## config.mk

```make
export PLATFORM = sky130hd
export DESIGN_NAME = linear_array_queue_with_search_top_flat
export DESIGN_NICKNAME = d
export VERILOG_FILES = /design/src/hw/rtl/lqs_pkg.sv /design/src/hw/rtl/lqs_if.sv /design/src/hw/rtl/linear_array_queue_with_search_top.sv /design/src/hw/rtl/lqs_ram.sv /design/src/flat_wrapper.sv
export SDC_FILE = /design/constraint.sdc
export NUM_CORES = 1
export LEC_CHECK = 0
export ABC_AREA = 1
export BUFFER_PORTS_ARGS = -buffer_cell sky130_fd_sc_hd__buf_2
export CAP_MARGIN = 20
export CELL_PAD_IN_SITES_DETAIL_PLACEMENT = 1
export CELL_PAD_IN_SITES_GLOBAL_PLACEMENT = 2
export CORE_UTILIZATION = 37
export DETAILED_ROUTE_END_ITERATION = 7
export GPL_TIMING_DRIVEN = 0
export PLACE_DENSITY_LB_ADDON = 0.1
export SLEW_MARGIN = 20
export SYNTH_ARGS = -nofsm -noshare
export SYNTH_HDL_FRONTEND = slang
export SYNTH_HIERARCHICAL = 1
export SYNTH_SLANG_ARGS = --single-unit
```

## constraint.sdc

```tcl
create_clock -name clk_i -period 6.62 [get_ports clk_i]
set_clock_uncertainty 0.15 [all_clocks]
set_input_delay 0.993 -clock clk_i [delete_from_list [all_inputs] [get_ports clk_i]]
set_output_delay 0.993 -clock clk_i [all_outputs]
set_load 0.02 [all_outputs]
```

## src/hw/rtl/lqs_pkg.sv

```systemverilog
package lqs_pkg;

  // field widths
  localparam int unsigned CMD_W  = 2;
  localparam int unsigned WORD_W = 32;
  localparam int unsigned STAT_W = 2;
  localparam int unsigned ORD_W  = 11;

  // default number of slots
  localparam int unsigned DEPTH_DEFAULT = 8;

  // command codes
  localparam logic [CMD_W-1:0] CMD_ENQ  = 2'd0;
  localparam logic [CMD_W-1:0] CMD_DEQ  = 2'd1;
  localparam logic [CMD_W-1:0] CMD_SRCH = 2'd2;

  // status codes
  localparam logic [STAT_W-1:0] ST_OK    = 2'd0;
  localparam logic [STAT_W-1:0] ST_OVF   = 2'd1;
  localparam logic [STAT_W-1:0] ST_EMPTY = 2'd2;

  // front/rear word reported for an empty queue
  localparam logic signed [WORD_W-1:0] NONE_WORD = -32'sd999;

  typedef struct packed {
    logic [CMD_W-1:0]         cmd;
    logic signed [WORD_W-1:0] value;
  } in_item_t;

  typedef struct packed {
    logic [STAT_W-1:0]        status;
    logic signed [WORD_W-1:0] data_out;
    logic [ORD_W-1:0]         match_order;
    logic [ORD_W-1:0]         fill_count;
    logic signed [WORD_W-1:0] head_word;
    logic signed [WORD_W-1:0] tail_word;
    logic                     is_empty;
    logic                     is_full;
  } out_item_t;

endpackage

```

## src/hw/rtl/lqs_if.sv

```systemverilog
// command channel
interface lqs_in_if;
  logic              valid;
  logic              ready;
  lqs_pkg::in_item_t data;

  modport source (output valid, output data, input ready);
  modport sink (input valid, input data, output ready);
endinterface

// result channel
interface lqs_out_if;
  logic               valid;
  logic               ready;
  lqs_pkg::out_item_t data;

  modport source (output valid, output data, input ready);
  modport sink (input valid, input data, output ready);
endinterface

```

## src/hw/rtl/linear_array_queue_with_search_top.sv

```systemverilog
// Linear (non-circular) array queue of DEPTH signed 32-bit words with enqueue, dequeue and
// search commands, one result per command. Words sit in a single-port-read, single-port-write
// RAM; slots freed by dequeues come back only once the queue drains, and enqueue reports
// overflow as soon as the rear reaches the last slot. The front and rear words are kept in
// registers so every result carries them without a RAM access. Enqueue passes through S_FIN,
// dequeue through S_FIN (through S_DEQ first when a new front word must be fetched), search
// through S_SCAN on a non-empty queue, comparing at most DEPTH entries, then S_FIN; the search
// scans the RAM read port one entry per cycle from the front. A command is taken while an
// earlier result still waits on the output register.
module linear_array_queue_with_search_top #(
  parameter int unsigned DEPTH = lqs_pkg::DEPTH_DEFAULT
) (
  input  logic             clk_i,
  input  logic             rst_ni,
  lqs_in_if.sink           in_i,
  lqs_out_if.source        out_o
);

  localparam int unsigned IdxW = $clog2(DEPTH);
  localparam int unsigned CntW = $clog2(DEPTH + 1);
  localparam int unsigned WW   = lqs_pkg::WORD_W;

  // sequencer states
  localparam logic [1:0] S_IDLE = 2'd0;
  localparam logic [1:0] S_DEQ  = 2'd1;
  localparam logic [1:0] S_SCAN = 2'd2;
  localparam logic [1:0] S_FIN  = 2'd3;

  logic [1:0]                state_q, state_d;
  logic [IdxW-1:0]           head_q, head_d;
  logic [CntW-1:0]           fill_q, fill_d;
  logic signed [WW-1:0]      head_word_q, head_word_d;
  logic signed [WW-1:0]      tail_word_q, tail_word_d;
  logic signed [WW-1:0]      key_q, key_d;
  logic [lqs_pkg::STAT_W-1:0] status_q, status_d;
  logic signed [WW-1:0]      data_q, data_d;
  logic [CntW-1:0]           order_q, order_d;
  logic [IdxW-1:0]           scan_q, scan_d;
  logic [CntW-1:0]           pos_q, pos_d;
  lqs_pkg::out_item_t        out_q, out_d;
  logic                      out_valid_q, out_valid_d;

  logic            wr_en, rd_en;
  logic [IdxW-1:0] wr_addr, rd_addr;
  logic [WW-1:0]   wr_data, rd_data;

  logic empty, full, in_fire, out_free;

  assign empty    = (fill_q == '0);
  assign full     = (fill_q == CntW'(DEPTH));
  assign in_i.ready = (state_q == S_IDLE);
  assign in_fire  = in_i.valid & in_i.ready;
  assign out_free = !out_valid_q || out_o.ready;

  lqs_ram #(
    .Depth (DEPTH),
    .AddrW (IdxW),
    .DataW (WW)
  ) u_ram (
    .clk_i     (clk_i),
    .wr_en_i   (wr_en),
    .wr_addr_i (wr_addr),
    .wr_data_i (wr_data),
    .rd_en_i   (rd_en),
    .rd_addr_i (rd_addr),
    .rd_data_o (rd_data)
  );

  // command sequencer
  always_comb begin
    state_d     = state_q;
    head_d      = head_q;
    fill_d      = fill_q;
    head_word_d = head_word_q;
    tail_word_d = tail_word_q;
    key_d       = key_q;
    status_d    = status_q;
    data_d      = data_q;
    order_d     = order_q;
    scan_d      = scan_q;
    pos_d       = pos_q;
    out_d       = out_q;
    out_valid_d = out_valid_q;
    wr_en       = 1'b0;
    wr_addr     = fill_q[IdxW-1:0];
    wr_data     = in_i.data.value;
    rd_en       = 1'b0;
    rd_addr     = head_q;

    // result taken downstream
    if (out_valid_q && out_o.ready) begin
      out_valid_d = 1'b0;
    end

    unique case (state_q)
      S_IDLE: begin
        if (in_fire) begin
          status_d = lqs_pkg::ST_OK;
          data_d   = '0;
          order_d  = '0;
          state_d  = S_FIN;
          case (in_i.data.cmd)
            lqs_pkg::CMD_ENQ: begin
              if (full) begin
                status_d = lqs_pkg::ST_OVF;
              end else begin
                wr_en       = 1'b1;
                fill_d      = fill_q + CntW'(1);
                tail_word_d = in_i.data.value;
                if (empty) begin
                  head_word_d = in_i.data.value;
                end
              end
            end
            lqs_pkg::CMD_DEQ: begin
              if (empty) begin
                status_d = lqs_pkg::ST_EMPTY;
              end else begin
                data_d = head_word_q;
                if (CntW'(head_q) + CntW'(1) == fill_q) begin
                  // last word out, indices return to slot 0
                  head_d = '0;
                  fill_d = '0;
                end else begin
                  head_d  = head_q + IdxW'(1);
                  rd_en   = 1'b1;
                  rd_addr = head_q + IdxW'(1);
                  state_d = S_DEQ;
                end
              end
            end
            lqs_pkg::CMD_SRCH: begin
              key_d = in_i.data.value;
              if (!empty) begin
                rd_en   = 1'b1;
                rd_addr = head_q;
                scan_d  = head_q;
                pos_d   = CntW'(1);
                state_d = S_SCAN;
              end
            end
            default: begin
            end
          endcase
        end
      end
      S_DEQ: begin
        // new front word arrives from the ram
        head_word_d = rd_data;
        state_d     = S_FIN;
      end
      S_SCAN: begin
        if (rd_data == key_q) begin
          order_d = pos_q;
          state_d = S_FIN;
        end else if (CntW'(scan_q) + CntW'(1) == fill_q) begin
          state_d = S_FIN;
        end else begin
          rd_en   = 1'b1;
          rd_addr = scan_q + IdxW'(1);
          scan_d  = scan_q + IdxW'(1);
          pos_d   = pos_q + CntW'(1);
        end
      end
      S_FIN: begin
        // hand the result to the output register once it is free
        if (out_free) begin
          out_valid_d       = 1'b1;
          out_d.status      = status_q;
          out_d.data_out    = data_q;
          out_d.match_order = lqs_pkg::ORD_W'(order_q);
          out_d.fill_count  = lqs_pkg::ORD_W'(fill_q - CntW'(head_q));
          out_d.head_word   = empty ? lqs_pkg::NONE_WORD : head_word_q;
          out_d.tail_word   = empty ? lqs_pkg::NONE_WORD : tail_word_q;
          out_d.is_empty    = empty;
          out_d.is_full     = full;
          state_d           = S_IDLE;
        end
      end
      default: begin
        state_d = S_IDLE;
      end
    endcase
  end

  // control state
  always_ff @(posedge clk_i or negedge rst_ni) begin
    if (!rst_ni) begin
      state_q     <= S_IDLE;
      head_q      <= '0;
      fill_q      <= '0;
      out_valid_q <= 1'b0;
    end else begin
      state_q     <= state_d;
      head_q      <= head_d;
      fill_q      <= fill_d;
      out_valid_q <= out_valid_d;
    end
  end

  // payload registers
  always_ff @(posedge clk_i) begin
    head_word_q <= head_word_d;
    tail_word_q <= tail_word_d;
    key_q       <= key_d;
    status_q    <= status_d;
    data_q      <= data_d;
    order_q     <= order_d;
    scan_q      <= scan_d;
    pos_q       <= pos_d;
    out_q       <= out_d;
  end

  assign out_o.valid = out_valid_q;
  assign out_o.data  = out_q;

endmodule

```

## src/hw/rtl/lqs_ram.sv

```systemverilog
module lqs_ram #(
  parameter int unsigned Depth = lqs_pkg::DEPTH_DEFAULT,
  parameter int unsigned AddrW = $clog2(Depth),
  parameter int unsigned DataW = lqs_pkg::WORD_W
) (
  input  logic             clk_i,
  input  logic             wr_en_i,
  input  logic [AddrW-1:0] wr_addr_i,
  input  logic [DataW-1:0] wr_data_i,
  input  logic             rd_en_i,
  input  logic [AddrW-1:0] rd_addr_i,
  output logic [DataW-1:0] rd_data_o
);

  logic [DataW-1:0] mem_q [Depth];
  logic [DataW-1:0] rd_data_q;

  // one write port, one registered read port
  always_ff @(posedge clk_i) begin
    if (wr_en_i) begin
      mem_q[wr_addr_i] <= wr_data_i;
    end
    if (rd_en_i) begin
      rd_data_q <= mem_q[rd_addr_i];
    end
  end

  assign rd_data_o = rd_data_q;

endmodule

```

## src/flat_wrapper.sv

```systemverilog
// flat-port wrapper written by rule: the top's interface ports become plain ports
module linear_array_queue_with_search_top_flat 
#(
  parameter int unsigned DEPTH = lqs_pkg::DEPTH_DEFAULT
)
  (clk_i, rst_ni, in_i_valid, in_i_data, in_i_ready, out_o_valid, out_o_data, out_o_ready);
  lqs_in_if in_i_i ();
  lqs_out_if out_o_i ();
  input  logic clk_i;
  input  logic rst_ni;
  input wire logic [$bits(in_i_i.valid)-1:0] in_i_valid;
  input wire logic [$bits(in_i_i.data)-1:0] in_i_data;
  output wire logic [$bits(in_i_i.ready)-1:0] in_i_ready;
  output wire logic [$bits(out_o_i.valid)-1:0] out_o_valid;
  output wire logic [$bits(out_o_i.data)-1:0] out_o_data;
  input wire logic [$bits(out_o_i.ready)-1:0] out_o_ready;
  assign in_i_i.valid = in_i_valid;
  assign in_i_i.data = in_i_data;
  assign in_i_ready = in_i_i.ready;
  assign out_o_valid = out_o_i.valid;
  assign out_o_data = out_o_i.data;
  assign out_o_i.ready = out_o_ready;
  linear_array_queue_with_search_top #(.DEPTH(DEPTH)) u_core (.clk_i(clk_i), .rst_ni(rst_ni), .in_i(in_i_i), .out_o(out_o_i));
endmodule
```

# --- Yosys cells after proc, flatten, opt, wreduce, memory -nomap -nowiden ---
# Memories as Yosys holds them, arrays and structs flattened. A register that Yosys moved wholly into a read port is not among the register bits.
# Index checks and enable logic that the tools add are counted.
totals:
  output_inout_bits: 124
  latchBits: 0
  n_memories: 1
  ramBits: 256
  in_bits: 38
  regBits: 266
  romBits: 0
op_classes:
  n_shift: 0
  n_reduce_logical: 20
  eq_ne: 23
  n_lt_le_gt_ge: 0
  bitwise_logic: 4
  div_mod_pow: 0
  mux: 61
  addsub: 7
  n_mul: 0
mem_list:
  columns: ["memory", "depth", "word_bits", "read_ports", "rd_ports_with_merged_regs", "wr", "line_no", "source"]
  rows:
  - ["u_core.u_ram.mem_q", 8, 32, 1, 1, 1, "lqs_ram.sv:15", "logic [DataW-1:0] mem_q [Depth];"]
ops:
  columns: ["cell", "n"]
  rows:
  - ["two-way mux 32 bit", 4]
  - ["one-hot mux 32 bit (2 select lines)", 1]
  - ["two-way mux 4 bit", 10]
  - ["two-way mux 3 bit", 12]
  - ["equality test 32 bit", 1]
  - ["one-hot mux 4 bit (2 select lines)", 3]
  - ["inequality test 2 bit, second input constant", 10]
  - ["two-way mux 1 bit", 17]
  - ["two-way mux 2 bit", 7]
  - ["one-hot mux 3 bit (2 select lines)", 2]
  - ["AND reduction 6 bit", 2]
  - ["AND reduction 3 bit", 3]
  - ["adder 3 x 1 -> 4 bit, second input constant", 2]
  - ["adder 4 x 1 -> 4 bit, second input constant", 2]
  - ["equality test 4 bit", 2]
  - ["one-hot mux 2 bit (2 select lines)", 2]
  - ["one-hot mux 2 bit (4 select lines)", 1]
  - ["AND reduction 4 bit", 2]
  - ["adder 3 x 1 -> 3 bit, second input constant", 2]
  - ["equality test 2 bit, second input constant", 3]
  - ["inequality test 2 x 1 -> 1 bit, second input constant", 3]
  - ["nonzero test 2 bit", 3]
  - ["AND reduction 5 bit", 1]
  - ["subtractor 4 x 3 -> 5 bit", 1]
  - ["13 further kinds", 19]

# --- Depth between registers and ports, before layout ---
# Gate-level depths: netlist of the first run.
depth:
  word_depth: 7
  mapped_depth: 19

# --- By module ---
# The synthesis of the first run kept the hierarchy.
by_module_without_submodules:
  columns: ["module", "area_each_um2", "cells_each", "instances", "seq_area_each_um2"]
  rows:
  - ["lqs_ram", 12192.9, 1156, 1, 8648.3]
  - ["linear_array_queue_with_search_top", 10421.2, 813, 1, 7757.4]

# --- Least setup slack after synthesis of the first run ---
# OpenSTA, ideal clock, no wires.
synth_path:
  path_type: "input-to-reg"
  start: "input port out_o_ready"
  end: "register u_core.out_q, in the netlist u_core/out_o.data[0], enable pin"
  n_path_buf: 0
  setup_ns: 0.613
  path_slack_ns: -0.404
  t_required_ns: 5.857
  stages: 2
  arrival_time_ns: 6.261
  path_cell_list: "inv_1 -> a21oi_1"
synth_between:
  elab_chain_len: 2
synth_lines:
  columns: ["item", "line_no", "source"]
  rows:
  - ["start, declared", "flat_wrapper.sv:16", "input wire logic [$bits(out_o_i.ready)-1:0] out_o_ready;"]
  - ["logical OR 1 bit", "linear_array_queue_with_search_top.sv:53", "assign out_free = !out_valid_q || out_o.ready;"]
  - ["AND reduction 2 bit (no source line)", null, null]
  - ["end signal, assigned", "linear_array_queue_with_search_top.sv:211", "out_q <= out_d;"]
  - ["end, declared", "linear_array_queue_with_search_top.sv:40", "lqs_pkg::out_item_t out_q, out_d;"]
# No other way between the ends.
# A chain may end at the register's enable or synchronous reset.

# --- Worst setup path in the final report of the first run ---
layout_path:
  start: "register u_core.state_q[0]"
  end: "register u_core.u_ram.rd_data_q[24], in the netlist u_core/u_ram/rd_data_o[24] (read register of u_core.u_ram.mem_q), data pin"
layout_between:
  elab_chain_len: 4
  word_cells_on_any_way: 7
layout_lines:
  columns: ["item", "line_no", "source"]
  rows:
  - ["start, declared", "linear_array_queue_with_search_top.sv:29", "logic [1:0] state_q, state_d;"]
  - ["start signal, assigned", "linear_array_queue_with_search_top.sv:194", "state_q <= state_d;"]
  - ["logical NOT 2 bit", "linear_array_queue_with_search_top.sv:51, linear_array_queue_with_search_top.sv:95", null]
  - ["AND 1 bit", "linear_array_queue_with_search_top.sv:52", "assign in_fire = in_i.valid & in_i.ready;"]
  - ["two-way mux 3 bit", "linear_array_queue_with_search_top.sv:97", "if (in_fire) begin"]
  - ["one-hot mux 3 bit (2 select lines) *", "linear_array_queue_with_search_top.sv:95", "unique case (state_q)"]
  - ["via u_core.rd_addr[2]", "linear_array_queue_with_search_top.sv:44", "logic [IdxW-1:0] wr_addr, rd_addr;"]
  - ["end, declared", "lqs_ram.sv:16", "logic [DataW-1:0] rd_data_q;"]
# Mark *: on every way through the listed nets, which the timed path passes. The rest lies on a longest branch.

==> out/qor.txt, run 1 <==
Syn Inst Count = 1969
Multi-input gate area = 4504 um2
CP max stage cell = inv_2
Worst-Margin Slew = 1.003 ns
P&R area growth vs syn = 18.61%
vias in the first global route = 14560
Inst Count DP = 2932
Detailed Route WL = 59780 um
HPWL after DPL = 42260 um
top cell type's share of synthesized area = 71.44%
port bufs = 154
ys async rst share = 1.825%
fraction of layout cells with a size suffix above 1 = 16.15%
clk slew on worst S/H paths = 0.06 ns
Peak Freq = 224.8 MHz
Leak Pwr = 11.42 nW
Yosys reg bits = 548
Crit path buffers/inverters = 7
top-count cell post-synth = nand2_1
H-tree Lvls = 2
hold-fix buffers at CTS = 0
Layout Cells excl Fill = 3042
top cells by area, synth = edfxtp_1 (71%), nand2_1 (10%), inv_1 (5.9%)
initial antenna violation count = 0
Die Y = 249.2 um
clk_lat worst skew = 0.62 ns
register area share after synthesis = 72.55%
Tmin final = 4.449 ns
Post-synth EDFFs = 538
CTS Buffer Depth = 3
nets@finish = 2266
Clock power frac = 22.8%
sequential share of power = 36.5%
FILL cells = 6523
CTS tree = built
kind of cell adding the most delay to the critical path = buffers and inverters
Worst R2R Start = u_core/state_q[0]$_DFFE_PN0P_
post-synth cell types = 34
area of the core = 60360 um2
sw power = 5.499 mW
CTS sink count = 548
sequential standard cell area = 16410 um2
unrepaired setup endpoints after global routing = no
ANT cells = 0
critical path startpoint category = flop
top cells by count, synth = nand2_1 (627), edfxtp_1 (538), inv_1 (353), nand3_1 (151), nor2_1 (78)
outcome = finished, final reports clean
reg2reg setup slack = 2.17 ns
average size of a mapped cell = 11.49 um2
# IOs = 162
First-pass DRT Iterations = 4
total track usage = 19.39%
Total Power = 13.59 mW
area leader, netlist = edfxtp_1
CP most frequent cell = nand2_1
largest net degree at the start of global routing = 38
dominant synthesized flop cell = edfxtp_1
CTS Root Cell = clkbuf_16
die width = 249.2 um
Final Hold Vio Count = 0
Internal = 8.088 mW
DR vias = 14090
1st-iter DRT viols = 742
Routed WL per cell = 19.65 um
Crit path largest cell delay = 0.60 ns
period utilization = 67.20%
reg-to-reg endpoint = u_core/u_ram/rd_data_o[24]$_DFFE_PP_
CP Capture Type = flop
max-slew violations = 0
GPL Wtd Cong = 0.8020
max cap viols = 0
initial core utilization = 37.47%
PwrDens = 506.6 nW/um2
Slew HR = 33.13%
Sw Share = 40.47%
Max FO, Critical Path = 37
first-pass GRT wire length = 89890 um
total clock buffers created by CTS = 59
combinational power share = 40.6%
kind of critical path = flop to flop
YS warnings = 6
ANT nets after route = 0
final core utilization = 44.44%
Vias/cell = 4.631
post-CTS setup buffers = 0
setup ws final = 2.171 ns
CP cell instances = inv_1, ha_1, buf_4, nand2_1, inv_2, nand3_1, inv_1, nand4_1, o21ai_1, nand2_1, nand3_1, clkbuf_1, inv_1, buf_1, nand2_1, nand2_1
DIE AREA = 62110 um2
PostCTS Resize Cnt = 0
Finish-stage setup viols = 0
CP Data Arrival Time = 4.65 ns
total grt overflow = 0
Netlist Area Pre-Place = 22610 um2
min-delay worst type = input pin to async pin
R2R cell count = 16
Setup WS pre-CTS = 1.896 ns
# rows = 90
Worst EP required = 6.82 ns
drt drc = 0
worst ir drop on vdd = 0.0002181 V
cell type report:
| cell class | count | area share [%] |
|---|---|---|
| Clock buffer | 70 | 5.658 |
| Timing Repair Buffer | 175 | 4.814 |
| Clock inverter | 40 | 1.068 |
| Tap cell | 782 | 3.648 |
| Sequential cell | 548 | 61.17 |
| Buffer | 81 | 1.843 |
| Multi-Input combinational cell | 988 | 16.79 |
| Inverter | 358 | 5.010 |
kinds of logic after synthesis:
| kind of cell | share of synthesized area [%] |
|---|---|
| adder cells (fa/ha/maj) | 0.9738 |
| XOR/XNOR | 1.239 |
| flip-flops | 72.55 |
| buffers and inverters | 8.128 |
| AND/OR/NAND/NOR | 16.25 |
| other | 0.01658 |
| AO/OA/AOI/OAI | 0.8465 |
routing by layer:
| metal | vias to the layer above | GRT usage (%) | wire length, um | share of wire (%) |
|---|---|---|---|---|
| met4 | 0 | 4.691 | 1242 | 2.1 |
| met5 | - | 0 | 0 | 0 |
| met1 | 6973 | 27.27 | 28450 | 48 |
| li1 | 6780 | - | - | - |
| met2 | 250 | 31.61 | 27920 | 47 |
| met3 | 84 | 2.842 | 2164 | 3.6 |
cells in the final DEF, fill, tap and decap left out, drive strengths merged, types with 2 or more instances in the layout:
| cell | n |
|---|---|
| o211ai | 2 |
| xnor2 | 26 |
| nand3 | 153 |
| o21ai | 26 |
| nor2 | 79 |
| edfxtp | 538 |
| xor2 | 6 |
| a21oi | 5 |
| inv | 362 |
| bufinv | 3 |
| buf | 234 |
| or2 | 29 |
| nand4 | 4 |
| conb | 7 |
| dfrtp | 10 |
| ha | 16 |
| clkbuf | 92 |
| nand2 | 629 |
| clkinv | 27 |
| clkinvlp | 6 |
stage by stage:
stage                     hold WS (ns)  TNS, ns  area [um2]
after global placement          0.2531   -27.92       24390
final                          0.08830        0       26820
after global routing           0.07563        0       26820
after CTS                      0.06785        0       26820
after detailed placement        0.2570        0       25020
after floorplan                 0.2503        0       22640
state kept, by name, indices dropped and copies added (netlist names):
| signal | flops |
|---|---|
| u_core/data_q | 32 |
| u_core/fill_q | 4 |
| u_core/head_q | 3 |
| u_core/head_word_q | 32 |
| u_core/key_q | 32 |
| u_core/order_q | 4 |
| u_core/out_o.data | 109 |
| u_core/out_o.valid | 1 |
| u_core/pos_q | 4 |
| u_core/scan_q | 3 |
| u_core/state_q | 2 |
| u_core/status_q | 2 |
| u_core/tail_word_q | 32 |
| u_core/u_ram/mem_q | 256 |
| u_core/u_ram/rd_data_o | 32 |
worst max path at each step:
stage / slack, ns / end / cells past startpoint / startpoint
2_1_floorplan: 1.74 / u_core/u_ram/rd_data_o[0]$_DFFE_PP_ / 4 / in_i_valid
3_3_place_gp: -0.85 / u_core/u_ram/rd_data_o[23]$_DFFE_PP_ / 5 / in_i_valid
3_5_place_dp: 1.90 / u_core/u_ram/rd_data_o[24]$_DFFE_PP_ / 14 / in_i_valid
4_1_cts: 2.13 / u_core/u_ram/rd_data_o[24]$_DFFE_PP_ / 16 / u_core/state_q[0]$_DFFE_PN0P_
5_1_grt: 1.83 / u_core/u_ram/rd_data_o[23]$_DFFE_PP_ / 16 / u_core/state_q[0]$_DFFE_PN0P_
6_report: 2.17 / u_core/u_ram/rd_data_o[24]$_DFFE_PP_ / 16 / u_core/state_q[0]$_DFFE_PN0P_
power groups by stage:
stage               Clock, mW  Combinational, mW  Sequential (mW)
detailed placement          0               5.59             5.05
CTS                      3.20               5.61             4.97
global route             3.31               6.12             5.03
finish                   3.10               5.52             4.96
global placement            0               5.29             5.09
floorplan                   0               3.19             5.21
Note: power is estimated with default switching activity, not from simulation.
==> inputs of run 2 (changes only) <==
==> constraint.sdc (replaced) <==
create_clock -name clk_i -period 3.8 [get_ports clk_i]
set_clock_uncertainty 0.15 [all_clocks]
set_input_delay 0.57 -clock clk_i [delete_from_list [all_inputs] [get_ports clk_i]]
set_output_delay 0.57 -clock clk_i [all_outputs]
set_load 0.02 [all_outputs]
==> run 2 against run 1 <==
Wire length down 0.30%; cell area about the same; combinational power up 76%; sequential share of layout area about the same; global-route usage about the same; sequential power up 74%; via count down 0.57%; largest power group unchanged.
==> out/qor.txt, run 2 (synthesized netlist as in run 1, its figures left out) <==
GPL Wtd Cong = 0.7895 (was 0.8020)
port bufs = 154 (unchanged)
Setup WS pre-CTS = -0.7719 ns (was 1.896 ns)
DR vias = 14010 (was 14090)
Multi-input gate area = 4514 um2 (was 4504 um2)
Die Y = 249.2 um (unchanged)
post-CTS setup buffers = 0 (unchanged)
area of the core = 60360 um2 (unchanged)
initial antenna violation count = 2 (was 0)
fraction of layout cells with a size suffix above 1 = 16.79% (was 16.15%)
critical path startpoint category = flop (unchanged)
DIE AREA = 62110 um2 (unchanged)
unrepaired setup endpoints after global routing = yes (was no)
max-slew violations = 0 (unchanged)
most frequent cells in the layout = nand2_1 (626), edfxtp_1 (538), inv_1 (351) (was nand2_1 (627), edfxtp_1 (538), inv_1 (352))
Worst EP required = 4.01 ns (was 6.82 ns)
total track usage = 19.40% (was 19.39%)
H-tree Lvls = 2 (unchanged)
Tmin final = 3.581 ns (was 4.449 ns)
sequential standard cell area = 16410 um2 (about the same)
Total Power = 23.83 mW (was 13.59 mW)
largest net degree at the start of global routing = 38 (unchanged)
die width = 249.2 um (unchanged)
Slew HR = 29.17% (was 33.13%)
Top reg by flops = u_core/u_ram/mem_q (unchanged)
1st-iter DRT viols = 670 (was 742)
Peak Freq = 279.3 MHz (was 224.8 MHz)
period utilization = 94.24% (was 67.20%)
FILL cells = 6409 (was 6523)
vias in the first global route = 14390 (was 14560)
most common cell after layout, fill and taps aside = nand2_1 (unchanged)
CTS Buffer Depth = 3 (unchanged)
Vias/cell = 4.607 (was 4.631)
P&R area growth vs syn = 18.63% (was 18.61%)
CTS tree = built (unchanged)
Final Hold Vio Count = 0 (unchanged)
ANT nets after route = 0 (unchanged)
Leak Pwr = 11.44 nW (was 11.42 nW)
Routed WL per cell = 19.60 um (was 19.65 um)
max reg flops = 256 (unchanged)
total grt overflow = 0 (unchanged)
# IOs = 162 (unchanged)
drt drc = 0 (unchanged)
CTS Root Cell = clkbuf_16 (unchanged)
Worst-Margin Slew = 1.062 ns (was 1.003 ns)
CP Data Arrival Time = 3.79 ns (was 4.65 ns)
First-pass DRT Iterations = 5 (was 4)
CP Capture Type = flop (unchanged)
Detailed Route WL = 59600 um (was 59780 um)
HPWL after DPL = 42170 um (was 42260 um)
clk slew on worst S/H paths = 0.06 ns (about the same)
setup ws final = 0.2191 ns (was 2.171 ns)
max cap viols = 0 (unchanged)
Max FO, Critical Path = 10 (was 37)
first-pass GRT wire length = 89530 um (was 89890 um)
worst ir drop on vdd = 0.0004742 V (was 0.0002181 V)
total clock buffers created by CTS = 58 (was 59)
nets@finish = 2262 (was 2266)
kind of critical path = flop to flop (unchanged)
Finish-stage setup viols = 0 (unchanged)
outcome = finished, final reports clean (unchanged)
# rows = 90 (unchanged)
PwrDens = 888.3 nW/um2 (was 506.6 nW/um2)
CTS sink count = 548 (unchanged)
initial core utilization = 37.47% (unchanged)
min-delay worst type = input pin to flop (was input pin to async pin)
clk_lat worst skew = 0.62 ns (about the same)
-- run 2: worst max-delay path, stage by stage, from the launching register on --
cell	delay, ns
dfrtp_1	0.48
ha_1	0.37
xor2_1	0.16
nor2_2	0.18
nand3_4	0.13
ha_1	0.29
or2_1	0.09
a21oi_1	0.06
a21oi_1	0.14
nand3_1	0.21
inv_2	0.12
buf_6	0.19
buf_2	0.35
nand2_1	0.10
nand3_1	0.08
nand2_1	0.06
nand2_1	0.06
nand2_1	0.09
-- run 2: report_power, final --
part	internal (mW)	switching [mW]
clock	3.13	2.36
sequential	8.19	0.436
combinational	2.93	6.78
total	14.3	9.58
-- run 2: path summary, 6_finish.rpt --
check                                                start                                    to  slack (ns)  cells after the start
min                                            out_o_ready          u_core/out_o.valid$_DFF_PN0_        0.10                      4
min in group asynchronous                           rst_ni          u_core/fill_q[1]$_DFFE_PN0P_        0.22                      2
min reg2reg                u_core/data_q[15]$_SDFFCE_PP0P_      u_core/out_o.data[103]$_DFFE_PP_        0.27                      0
max                           u_core/head_q[0]$_DFFE_PN0P_  u_core/u_ram/rd_data_o[24]$_DFFE_PP_        0.22                     17
max reg2reg                   u_core/head_q[0]$_DFFE_PN0P_  u_core/u_ram/rd_data_o[24]$_DFFE_PP_        0.22                     17
max in group asynchronous                           rst_ni          u_core/head_q[1]$_DFFE_PN0P_        3.04                      2
-- run 2: final cells by class --
type / instances / area share [%]
Antenna cell: 1 / 0.009327
Buffer: 80 / 1.931
Clock buffer: 63 / 5.480
Clock inverter: 47 / 1.413
Inverter: 358 / 5.056
Multi-Input combinational cell: 988 / 16.83
Sequential cell: 548 / 61.16
Tap cell: 782 / 3.647
Timing Repair Buffer: 173 / 4.477
-- run 2: through the flow --
stage	setup TNS [ns]	hold slack [ns]	cell area, um2	utilization [%]	instances
after floorplan	-108.97	0.1244	22650	-	1975
after CTS	0	0.06526	26790	44.38	3039
after global placement	-881.43	0.2541	24400	40.43	2911
after global routing	-0.1801	0.1312	26830	44.44	3039
after detailed placement	-69.98	0.2563	24920	41.28	2929
final	0	0.1040	26830	44.45	3040
-- run 2: timing repair --
action                     in CTS  in global routing
cloned                          0                  0
setup endpoints to repair     288                186
hold endpoints to repair       10                  0
hold buffers                    1                  0
resized for setup               8                 25
-- run 2: routing by layer --
metal  vias up  track usage, %  wire, um
met4         0           5.273      1370
met1      6884           26.82     28090
met3        76           3.177      2327
met2       265           31.65     27810
met5         -               0         0
li1       6781               -         -
==> inputs of run 3 (changes only) <==
--- a/config.mk
+++ b/config.mk
@@ -17,5 +17,4 @@
 export SLEW_MARGIN = 20
 export SYNTH_ARGS = -nofsm -noshare
 export SYNTH_HDL_FRONTEND = slang
-export SYNTH_HIERARCHICAL = 1
 export SYNTH_SLANG_ARGS = --single-unit
==> run 3 against run 2 <==
Critical endpoint is now u_core.u_ram.rd_data_o[21]$_DFFE_PP_; worst setup slack worse by 0.055 ns; via count is 3.5% higher; sequential power is 0.7% lower; highest routed layer unchanged; register-to-register slack worse by 0.06 ns; sequential cell count stayed put; maximum frequency is 1.5% lower; largest power group unchanged; count of clock-buffer cells in the layout is 7 higher; non-clock buffer count is 14 higher; combinational power is 6% higher; worst hold slack better by 0.049 ns.
==> out/qor.txt, run 3 <==
period utilization = 95.69% (was 94.24%)
top-count cell post-synth = edfxtp_1 (was nand2_1)
initial core utilization = 37.77% (was 37.47%)
Max FO, Critical Path = 10 (unchanged)
top cells by area, synth = edfxtp_1 (70%), nand2_1 (8.6%), nand3_1 (5.9%) (was edfxtp_1 (71%), nand2_1 (10%), inv_1 (5.9%))
Vias/cell = 4.705 (was 4.607)
CP Data Arrival Time = 3.80 ns (was 3.79 ns)
Yosys reg bits = 548 (unchanged)
met3 usage in global routing = 2.537% (was 3.177%)
Leak Pwr = 11.52 nW (was 11.44 nW)
Worst R2R Start = u_core.head_q[1]$_DFFE_PN0P_ (was u_core/head_q[0]$_DFFE_PN0P_)
PwrDens = 897.4 nW/um2 (was 888.3 nW/um2)
port bufs = 154 (unchanged)
outcome = finished, final reports clean (unchanged)
YS warnings = 0 (was 6)
area of the core = 60810 um2 (was 60360 um2)
setup tns final = 0 ns (unchanged)
first-pass GRT wire length = 92950 um (was 89530 um)
most frequent cells in the layout = edfxtp_1 (538), nand2_1 (525), inv_1 (355) (was nand2_1 (626), edfxtp_1 (538), inv_1 (351))
CTS tree = built (unchanged)
H-tree Lvls = 2 (unchanged)
dominant synthesized flop cell = edfxtp_1 (unchanged)
max cap viols = 0 (unchanged)
largest net degree at the start of global routing = 37 (was 38)
average size of a mapped cell = 11.42 um2 (was 11.49 um2)
FILL cells = 6577 (was 6409)
total track usage = 19.70% (was 19.40%)
Final Instance Area = 27140 um2 (was 26830 um2)
max-slew violations = 0 (unchanged)
sequential standard cell area = 16410 um2 (about the same)
DIE AREA = 63070 um2 (was 62110 um2)
CTS sink count = 548 (unchanged)
ys async rst share = 1.825% (unchanged)
# rows = 90 (unchanged)
P&R area growth vs syn = 18.15% (was 18.63%)
GR Util met1 = 27.75% (was 26.82%)
Worst EP required = 3.97 ns (was 4.01 ns)
Multi-input gate area = 4745 um2 (was 4514 um2)
Post-synth EDFFs = 538 (unchanged)
Worst-Margin Slew = 0.8181 ns (was 1.062 ns)
placed cell area = 25280 um2 (was 24920 um2)
CTS Buffer Depth = 3 (unchanged)
Syn Inst Count = 2012 (was 1969)
worst ir drop on vdd = 0.0003797 V (was 0.0004742 V)
hold path depth = 4 (unchanged)
unrepaired setup endpoints after global routing = no (was yes)
HPWL after DPL = 42960 um (was 42170 um)
clk slew on worst S/H paths = 0.06 ns (about the same)
Routed WL per cell = 19.68 um (was 19.60 um)
Final Hold Vio Count = 0 (unchanged)
top cells by count, synth = edfxtp_1 (538), nand2_1 (525), inv_1 (357), nand3_1 (270), nor2_1 (87) (was nand2_1 (627), edfxtp_1 (538), inv_1 (353), nand3_1 (151), nor2_1 (78))
Peak Freq = 275.0 MHz (was 279.3 MHz)
most common cell after layout, fill and taps aside = edfxtp_1 (was nand2_1)
kind of critical path = flop to flop (unchanged)
vias in the first global route = 15260 (was 14390)
post-synth cell types = 35 (was 34)
total clock buffers created by CTS = 58 (unchanged)
area leader, netlist = edfxtp_1 (unchanged)
Die Y = 251.1 um (was 249.2 um)
Detailed Route WL = 60640 um (was 59600 um)
min-delay worst type = input pin to flop (unchanged)
critical path startpoint category = flop (unchanged)
# IOs = 162 (unchanged)
ANT nets after route = 0 (unchanged)
register area share after synthesis = 71.43% (was 72.55%)
Worst Setup EP = u_core.u_ram.rd_data_o[21]$_DFFE_PP_ (was u_core/u_ram/rd_data_o[24]$_DFFE_PP_)
start point of the critical path = u_core.head_q[1]$_DFFE_PN0P_ (was u_core/head_q[0]$_DFFE_PN0P_)
fraction of layout cells with a size suffix above 1 = 16.06% (was 16.79%)
Netlist Area Pre-Place = 22970 um2 (was 22610 um2)
Slew HR = 45.46% (was 29.17%)
clk_lat worst skew = 0.63 ns (was 0.62 ns)
1st-iter DRT viols = 750 (was 670)
CTS Root Cell = clkbuf_16 (unchanged)
max reg flops = 256 (unchanged)
GPL Wtd Cong = 0.8243 (was 0.7895)
nets@finish = 2308 (was 2262)
Finish-stage setup viols = 0 (unchanged)
total grt overflow = 0 (unchanged)
Tmin final = 3.636 ns (was 3.581 ns)
First-pass DRT Iterations = 5 (unchanged)
M2 GR Usage = 32.06% (was 31.65%)
DR vias = 14500 (was 14010)
CP Capture Type = flop (unchanged)
busiest grt layer = met2 (unchanged)
die width = 251.1 um (was 249.2 um)
initial antenna violation count = 3 (was 2)
R2R cell count = 17 (unchanged)
reg2reg setup slack = 0.16 ns (was 0.22 ns)
reg-to-reg endpoint = u_core.u_ram.rd_data_o[21]$_DFFE_PP_ (was u_core/u_ram/rd_data_o[24]$_DFFE_PP_)
drt drc = 0 (unchanged)
Top reg by flops = u_core.u_ram.mem_q (was u_core/u_ram/mem_q)
top cell type's share of synthesized area = 70.34% (was 71.44%)
==> run 3: cell type report <==
type	count	share of cell area (%)
well taps	782	3.606
inverters	363	5.040
flip-flops and latches	548	60.46
clock inverters	34	1.130
repair buffers	175	4.519
clock buffers	70	5.515
multi-input cells	1015	17.48
diodes	2	0.01844
plain buffers	92	2.232
==> run 3: repair_timing <==
| action | 4_1_cts | 5_1_grt |
|---|---|---|
| hold buffers | 1 | 0 |
| setup endpoints to repair | 31 | 30 |
| hold endpoints to repair | 10 | 0 |
| gates resized for setup | 2 | 8 |
| setup buffers | 0 | 2 |
==> run 3: worst max-delay path: stages, from the launching register on <==
cell and delay [ns]:
dfrtp_1 0.50, ha_1 0.39, inv_1 0.05, nand2_1 0.05
nand3_1 0.08, nor2_1 0.12, nand3_2 0.19, ha_1 0.34
o21ai_0 0.17, a21oi_1 0.09, nand2_1 0.20, buf_6 0.22
buf_4 0.23, nand3_1 0.10, nand3_1 0.11, nand2_1 0.08
nand2_1 0.07, nand2_1 0.18
==> run 3: per-layer routing <==
layer  share of wire, %  wire length [um]
met4                2.0              1183
met5                  0                 0
met2                 46             28180
met1                 48             29160
met3                3.5              2116
==> run 3: where the power goes <==
group	switching, mW	total (mW)	internal [mW]
Clock	2.37	5.45	3.08
Combinational	7.20	10.3	3.14
Sequential	0.420	8.57	8.15
Total	9.99	24.4	14.4
==> run 3: worst min-delay path by stage <==
stage                                                from                                to  slack (ns)
after floorplan                                    rst_ni      u_core.fill_q[0]$_DFFE_PN0P_        0.12
after global placement    u_core.data_q[24]$_SDFFCE_PP0P_  u_core.out_o.data[112]$_DFFE_PP_        0.25
after detailed placement  u_core.data_q[21]$_SDFFCE_PP0P_  u_core.out_o.data[109]$_DFFE_PP_        0.26
after CTS                                     out_o_ready      u_core.out_o.valid$_DFF_PN0_        0.11
after global routing                        in_i_data[28]  u_core.tail_word_q[28]$_DFFE_PP_        0.13
final                                         out_o_ready      u_core.out_o.valid$_DFF_PN0_        0.15
==> run 3: kinds of logic after synthesis <==
| kind of cell | count (synthesis) | synth area share, % |
|---|---|---|
| compound gates | 47 | 1.160 |
| xor+xnor | 25 | 0.9534 |
| fa+ha+maj | 17 | 0.9588 |
| buf+inv | 455 | 8.499 |
| flops | 548 | 71.43 |
| other cells | 1 | 0.01633 |
| simple gates | 919 | 16.98 |
==> run 3: per-stage QoR <==
step	worst slack, ns	utilization [%]	instances	power (mW)	hold WS [ns]
after floorplan	0.1511	-	2018	15.11	0.1244
after global placement	-1.284	40.80	2954	18.72	0.2550
after detailed placement	-0.2893	41.57	2972	19.11	0.2562
after CTS	0.04326	44.56	3077	24.64	0.1083
after global routing	0.005028	44.62	3079	26.02	0.1345
final	0.1638	44.63	3081	24.35	0.1531
